[src/tlvd_pkg.sv]
// ----------------------------------------------------------------------------
// tlvd_pkg
// Shared constants for the TLV list deframer.
// ----------------------------------------------------------------------------
package tlvd_pkg;

    localparam int unsigned TLV_HDR_BYTES     = 4;
    localparam int unsigned TLV_LEN_W         = 16;
    localparam int unsigned TLV_IDX_W         = 14;
    localparam int unsigned TLV_LEN_HI_POS    = 2;
    localparam int unsigned TLV_LEN_LO_POS    = 3;

endpackage

[src/tlv_list_deframer.sv]
// ----------------------------------------------------------------------------
// tlv_list_deframer
// Splits a TLV list arriving one byte per request and tags each byte with its
// TLV number, offset, padding and end-of-TLV marks; rejects bad headers.
// ----------------------------------------------------------------------------
//  channel | handshake            | payload
//  --------+----------------------+--------------------------------------------
//  in      | in_valid / in_ready  | list_byte, list_start, list_length
//  out     | out_valid / out_ready| out_byte, tlv_index, byte_in_tlv,
//          |                      | is_padding, tlv_last, list_fail
//
//  One input request per cycle while in_ready is high; each gives zero or one result, in the next cycle.
//  The result register sets the rate: in_ready is high while it is empty or
//  being drained in the same cycle.
//  rst_n clears the parse state and leaves the block idle until list_start.
//  A stall on out holds the result register and back-pressures in.
// ----------------------------------------------------------------------------
module tlv_list_deframer
    import tlvd_pkg::*;
#(
    parameter int unsigned LEN_BITS = 16
)
(
    input  logic                 clk,
    input  logic                 rst_n,
    input  logic                 in_valid,
    output logic                 in_ready,
    input  logic [7:0]           list_byte,
    input  logic                 list_start,
    input  logic [TLV_LEN_W-1:0] list_length,
    output logic                 out_valid,
    input  logic                 out_ready,
    output logic [7:0]           out_byte,
    output logic [TLV_IDX_W-1:0] tlv_index,
    output logic [TLV_LEN_W-1:0] byte_in_tlv,
    output logic                 is_padding,
    output logic                 tlv_last,
    output logic                 list_fail
);

    localparam int unsigned REM_W = (LEN_BITS < TLV_LEN_W) ? LEN_BITS : TLV_LEN_W;
    localparam int unsigned CMP_W = TLV_LEN_W + 2;

    logic [REM_W-1:0]     remaining_reg, remaining_next;
    logic [TLV_LEN_W-1:0] pos_reg, pos_next;
    logic [TLV_LEN_W-1:0] decl_reg, decl_next;
    logic [TLV_IDX_W-1:0] cnt_reg, cnt_next;
    logic [7:0]           hi_reg, hi_next;
    logic                 stopped_reg, stopped_next;

    logic                 out_valid_reg, out_valid_next;
    logic [7:0]           out_byte_reg, out_byte_next;
    logic [TLV_IDX_W-1:0] tlv_index_reg, tlv_index_next;
    logic [TLV_LEN_W-1:0] byte_in_tlv_reg, byte_in_tlv_next;
    logic                 is_padding_reg, is_padding_next;
    logic                 tlv_last_reg, tlv_last_next;
    logic                 list_fail_reg, list_fail_next;

    logic                 accept;
    logic [REM_W-1:0]     rem_eff;
    logic [TLV_LEN_W-1:0] pos_eff;
    logic [TLV_LEN_W-1:0] decl_eff;
    logic [TLV_IDX_W-1:0] cnt_eff;
    logic [7:0]           hi_eff;
    logic                 stop_eff;
    logic [TLV_LEN_W-1:0] hdr_len;
    logic [CMP_W-1:0]     rem_plus3;
    logic                 bad_hdr;
    logic [TLV_LEN_W:0]   total;
    logic                 pad;
    logic                 last;

    assign in_ready = !out_valid_reg || out_ready;
    assign accept   = in_valid && in_ready;

    always_comb
    begin
        rem_eff  = list_start ? list_length[REM_W-1:0] : remaining_reg;
        pos_eff  = list_start ? '0 : pos_reg;
        decl_eff = list_start ? '0 : decl_reg;
        cnt_eff  = list_start ? '0 : cnt_reg;
        hi_eff   = list_start ? '0 : hi_reg;
        stop_eff = list_start ? 1'b0 : stopped_reg;

        hdr_len   = {hi_eff, list_byte};
        rem_plus3 = CMP_W'(rem_eff) + CMP_W'(3);
        bad_hdr   = (hdr_len < TLV_LEN_W'(TLV_HDR_BYTES))
                    || (CMP_W'(hdr_len) > rem_plus3);

        remaining_next = rem_eff;
        pos_next       = pos_eff;
        decl_next      = decl_eff;
        cnt_next       = cnt_eff;
        hi_next        = hi_eff;
        stopped_next   = stop_eff;

        out_valid_next   = out_valid_reg && !out_ready;
        out_byte_next    = out_byte_reg;
        tlv_index_next   = tlv_index_reg;
        byte_in_tlv_next = byte_in_tlv_reg;
        is_padding_next  = is_padding_reg;
        tlv_last_next    = tlv_last_reg;
        list_fail_next   = list_fail_reg;

        if (pos_eff == TLV_LEN_W'(TLV_LEN_HI_POS))
        begin
            hi_next = list_byte;
        end
        if (pos_eff == TLV_LEN_W'(TLV_LEN_LO_POS))
        begin
            decl_next = hdr_len;
        end

        total = (TLV_LEN_W'(0) + {1'b0, decl_next} + (TLV_LEN_W + 1)'(3))
                & ~(TLV_LEN_W + 1)'(3);
        pad   = (pos_eff >= TLV_LEN_W'(TLV_HDR_BYTES)) && (pos_eff >= decl_next);
        last  = (pos_eff >= TLV_LEN_W'(TLV_LEN_LO_POS))
                && (({1'b0, pos_eff} + (TLV_LEN_W + 1)'(1) == total)
                    || (rem_eff == REM_W'(1)));

        if (!accept)
        begin
            remaining_next = remaining_reg;
            pos_next       = pos_reg;
            decl_next      = decl_reg;
            cnt_next       = cnt_reg;
            hi_next        = hi_reg;
            stopped_next   = stopped_reg;
        end
        else if (stop_eff)
        begin
            hi_next   = hi_eff;
            decl_next = decl_eff;
        end
        else if ((rem_eff == '0)
                 || ((pos_eff == '0) && (rem_eff < REM_W'(TLV_HDR_BYTES))))
        begin
            hi_next      = hi_eff;
            decl_next    = decl_eff;
            stopped_next = 1'b1;
        end
        else if ((pos_eff == TLV_LEN_W'(TLV_LEN_LO_POS)) && bad_hdr)
        begin
            decl_next        = decl_eff;
            stopped_next     = 1'b1;
            out_valid_next   = 1'b1;
            out_byte_next    = list_byte;
            tlv_index_next   = cnt_eff;
            byte_in_tlv_next = TLV_LEN_W'(TLV_LEN_LO_POS);
            is_padding_next  = 1'b0;
            tlv_last_next    = 1'b0;
            list_fail_next   = 1'b1;
        end
        else
        begin
            out_valid_next   = 1'b1;
            out_byte_next    = pad ? 8'h00 : list_byte;
            tlv_index_next   = cnt_eff;
            byte_in_tlv_next = pos_eff;
            is_padding_next  = pad;
            tlv_last_next    = last;
            list_fail_next   = 1'b0;
            remaining_next   = rem_eff - REM_W'(1);
            if (last)
            begin
                pos_next = '0;
                cnt_next = cnt_eff + TLV_IDX_W'(1);
            end
            else
            begin
                pos_next = pos_eff + TLV_LEN_W'(1);
            end
        end
    end

    always_ff @(posedge clk or negedge rst_n)
    begin
        if (!rst_n)
        begin
            remaining_reg <= '0;
            pos_reg       <= '0;
            decl_reg      <= '0;
            cnt_reg       <= '0;
            hi_reg        <= '0;
            stopped_reg   <= 1'b1;
            out_valid_reg <= 1'b0;
        end
        else
        begin
            remaining_reg <= remaining_next;
            pos_reg       <= pos_next;
            decl_reg      <= decl_next;
            cnt_reg       <= cnt_next;
            hi_reg        <= hi_next;
            stopped_reg   <= stopped_next;
            out_valid_reg <= out_valid_next;
        end
    end

    always_ff @(posedge clk)
    begin
        out_byte_reg    <= out_byte_next;
        tlv_index_reg   <= tlv_index_next;
        byte_in_tlv_reg <= byte_in_tlv_next;
        is_padding_reg  <= is_padding_next;
        tlv_last_reg    <= tlv_last_next;
        list_fail_reg   <= list_fail_next;
    end

    assign out_valid   = out_valid_reg;
    assign out_byte    = out_byte_reg;
    assign tlv_index   = tlv_index_reg;
    assign byte_in_tlv = byte_in_tlv_reg;
    assign is_padding  = is_padding_reg;
    assign tlv_last    = tlv_last_reg;
    assign list_fail   = list_fail_reg;

endmodule

[config.mk]
export PLATFORM = sky130hd
export DESIGN_NAME = tlv_list_deframer
export DESIGN_NICKNAME = d
export VERILOG_FILES = /design/src/tlvd_pkg.sv /design/src/tlv_list_deframer.sv
export SDC_FILE = /design/constraint.sdc
export NUM_CORES = 1
export LEC_CHECK = 0
export BUFFER_PORTS_ARGS = -buffer_cell sky130_fd_sc_hd__buf_2
export CAP_MARGIN = 20
export CORE_MARGIN = 1
export CORE_UTILIZATION = 41
export CTS_BUF_LIST = sky130_fd_sc_hd__clkbuf_2
export DETAILED_ROUTE_END_ITERATION = 8
export PLACE_DENSITY = 0.67
export SLEW_MARGIN = 10
export SYNTH_ARGS = -nofsm -noshare
export SYNTH_HDL_FRONTEND = slang
export SYNTH_SLANG_ARGS = --single-unit
[constraint.sdc]
create_clock -name clk -period 4.9 [get_ports clk]
set_clock_uncertainty 0.05 [all_clocks]
set_input_delay 0.735 -clock clk [delete_from_list [all_inputs] [get_ports clk]]
set_output_delay 0.735 -clock clk [all_outputs]
set_load 0.01 [all_outputs]
==> results.py <==
metrics = {
    "grt": {
        "grt_max_degree": 73,
        "antenna_found_initial": 1,
        "track_usage_pct": 24.5,
        "grt_pass1_wl_um": 37900,
        "overflow": 0,
        "grt_pass1_vias": 6828,
    },
    "routing": {
        "initialDrtViolationCount": 634,
        "first_pass_iters": 6,
        "top_layer": "met4",
        "wl_met3_um": 1300,
        "dr_total_vias": 7170,
        "routedWlPerCell_um": 18.4,
        "wl_um": 23300,
        "drc_errors": 0,
        "met1_length_um": 10900,
        "route.met2.wl_um": 10600,
        "drt-vias-per-instance": 5.68,
        "final_antenna_net_count": 0,
    },
    "logic_synthesis": {
        "ys_ff_latch": 113,
        "syn_area_um2": 8010,
        "synthCells": 884,
        "ys_warn_count": 0,
        "seq_area_frac_synth_pct": 37.9,
        "syn_nets": 951,
        "avgSynthCellArea_um2": 9.06,
        "synth_ff_type": "dfrtp_1",
        "synth_edf_count": 41,
        "synthArstFlopShare_pct": 63.7,
        "netlist-cell-type-count": 74,
    },
    "clocking": {
        "cts_made_buffers": 17,
        "cts_tree": "done",
        "cts.reportedPaths.clkPinSlew_ns": 0.23,
        "cts_sinks": 113,
        "post_cts_buffers": 0,
        "ctsResizeCount": 0,
        "htree_levels": 4,
        "worstSkewPairLatency_ns": 0.73,
        "cts_buffer_depth": 2,
        "cts_hold_buf": 0,
        "clockRootBuffer": "clkbuf_2",
    },
    "setup_path": {
        "startpoint_type": "flop",
        "worstReg2RegStart": "pos_reg[8]",
        "end_kind": "flop",
        "ff2ff_path_depth": 12,
        "crit_type": "reg2reg",
        "crit_path_max_incr_delay_ns": 0.55,
        "crit_chain": "nor4_4, a41o_1, a22oi_1, a22o_1, or3b_1, a2111oi_2, nand4_1, o31a_1, or4b_1, or3_4, nor2_2, xnor2_1",
        "cp.required_ns": 5.51,
        "worst-endpoint-arrival_ns": 5.19,
        "cp_slowest_cell": "or4b_1",
        "reg2reg_to": "cnt_reg[10]",
        "cp_max_fo": 9,
        "reg2reg_setup_slack_ns": 0.33,
    },
    "floorplan": {
        "core_um2": 19000,
        "die_area_um2": 20100,
        "rows": 50,
        "die_w_um": 142,
        "io_pins": 72,
        "die_y_um": 142,
        "initial_core_util_pct": 42.3,
    },
    "sta": {
        "min_period_ns": 4.57,
        "rsz0062_at_grt": "no",
        "max_freq_ghz": 0.219,
        "slew_violations": 0,
        "setup_violations": 0,
        "period_share_pct": 93.3,
        "hold_viol": 0,
        "timing.final.ws_setup_ns": 0.329,
        "tightestPinTransition_ns": 1.01,
        "tns_ns": 0,
        "relSlewSlack_pct": 32.2,
    },
    "final_layout": {
        "drive_above_1_share_pct": 20.8,
        "multi_input_area_um2": 4920,
        "ff_latch_area_um2": 3030,
        "final_cell_mix": "nand2_1 (102), dfrtp_1 (71), buf_2 (69), nor2b_1 (56), nor2_1 (56)",
        "stdcell_count": 1263,
        "nFillCells": 1789,
        "area_growth_pct": 17.8,
        "layout.nets": 1056,
        "final_common_cell": "nand2_1",
    },
    "place": {
        "gp_congestion": 0.954,
        "port-buffer-count": 71,
        "dpl.cell_count": 1230,
        "dp_hpwl_um": 17400,
        "post-place-ws_ns": 0.0586,
    },
    "pwr": {
        "p_leak_nw": 4.04,
        "p_total_mw": 2.43,
        "peakVddDrop_mv": 0.152,
        "power_density_nw_per_um2": 257,
    },
    "outcome": {
        "status": "finished clean",
    },
    "job": {
        "drv_cap": 0,
    },
    "min_path": {
        "hold_class": "in2async",
    },
}
worst max path at each step:
stage	start	depth (start not counted)	endpoint
2_1_floorplan	list_start	22	cnt_reg[10]
3_3_place_gp	list_start	15	cnt_reg[10]
3_5_place_dp	list_start	21	remaining_reg[9]
4_1_cts	pos_reg[8]	12	cnt_reg[10]
5_1_grt	pos_reg[8]	12	cnt_reg[10]
6_report	pos_reg[8]	12	cnt_reg[10]
stage by stage:
stage | instance area [um^2] | hold WS, ns | util (%)
2_1_floorplan | 8300 | 0.389 | -
3_3_place_gp | 9180 | 0.413 | 48.4
3_5_place_dp | 9180 | 0.421 | 48.4
4_1_cts | 9440 | 0.0605 | 49.8
5_1_grt | 9440 | 0.0959 | 49.8
6_report | 9440 | 0.0624 | 49.8
where the power goes:
group	internal [mW]	switching [mW]	leakage, nW
clock network	0.253	0.448	0.159
logic	0.252	0.345	2.52
registers	1.05	0.0718	1.37
total	1.56	0.866	4.04
synthesized netlist by cell type, drive strengths merged, types with 6 or more instances:
cell type,count,area (um^2)
nand2,104,390
dfrtp,71,1780
nor2,63,244
nor2b,58,363
o21ai,58,290
edfxtp,41,1230
ha,38,475
nand3,38,190
xnor2,38,333
a21oi,32,160
a22o,26,228
inv,24,90.1
xor2,24,210
mux2i,22,220
clkbuf,21,78.8
nand4,20,131
buf,18,96.4
nor3,17,85.1
nor4,17,151
or3,11,73.8
and2,10,62.6
nand2b,10,62.6
a21o,9,67.6
or2,9,56.3
and3,8,50.1
a211oi,7,52.6
o31ai,7,52.6
and4,6,52.6
worst max-delay path: cells and delay by family, from the launching register on:
kind	cells	cell delay, ns
AO/OA/AOI/OAI	5	1.59
flip-flops	1	0.52
AND/OR/NAND/NOR	6	2.22
XOR/XNOR	1	0.13
layout make-up:
cell class                      instances  area share [%]
Antenna cell                            1          0.0265
Clock buffer                           17           0.901
Clock inverter                         15            1.82
Inverter                               24           0.954
Multi-Input combinational cell        708            52.1
Sequential cell                       113            32.1
Tap cell                              260            3.45
Timing Repair Buffer                  125            8.64
routing by layer:
layer  track usage, %  vias up
met3             4.83       39
met2             37.5      258
met1             34.5     3434
met4             8.60        0
li1                 -     3439
met5                0        -
kinds of logic (layout without fill, tap and decap cells):
group                    Yosys count  in the layout  synth area share, %
AO/OA/AOI/OAI                    186            186                 15.5
multiplexers                      27             27                 3.45
adder cells (fa/ha/maj)           39             39                 6.06
other                              0              1                    0
AND/OR/NAND/NOR                  390            390                 25.9
buffers and inverters             63            181                 3.31
XOR/XNOR                          66             66                 7.92
flip-flops                       113            113                 37.9
No activity file was read; power rests on OpenSTA's default activity.
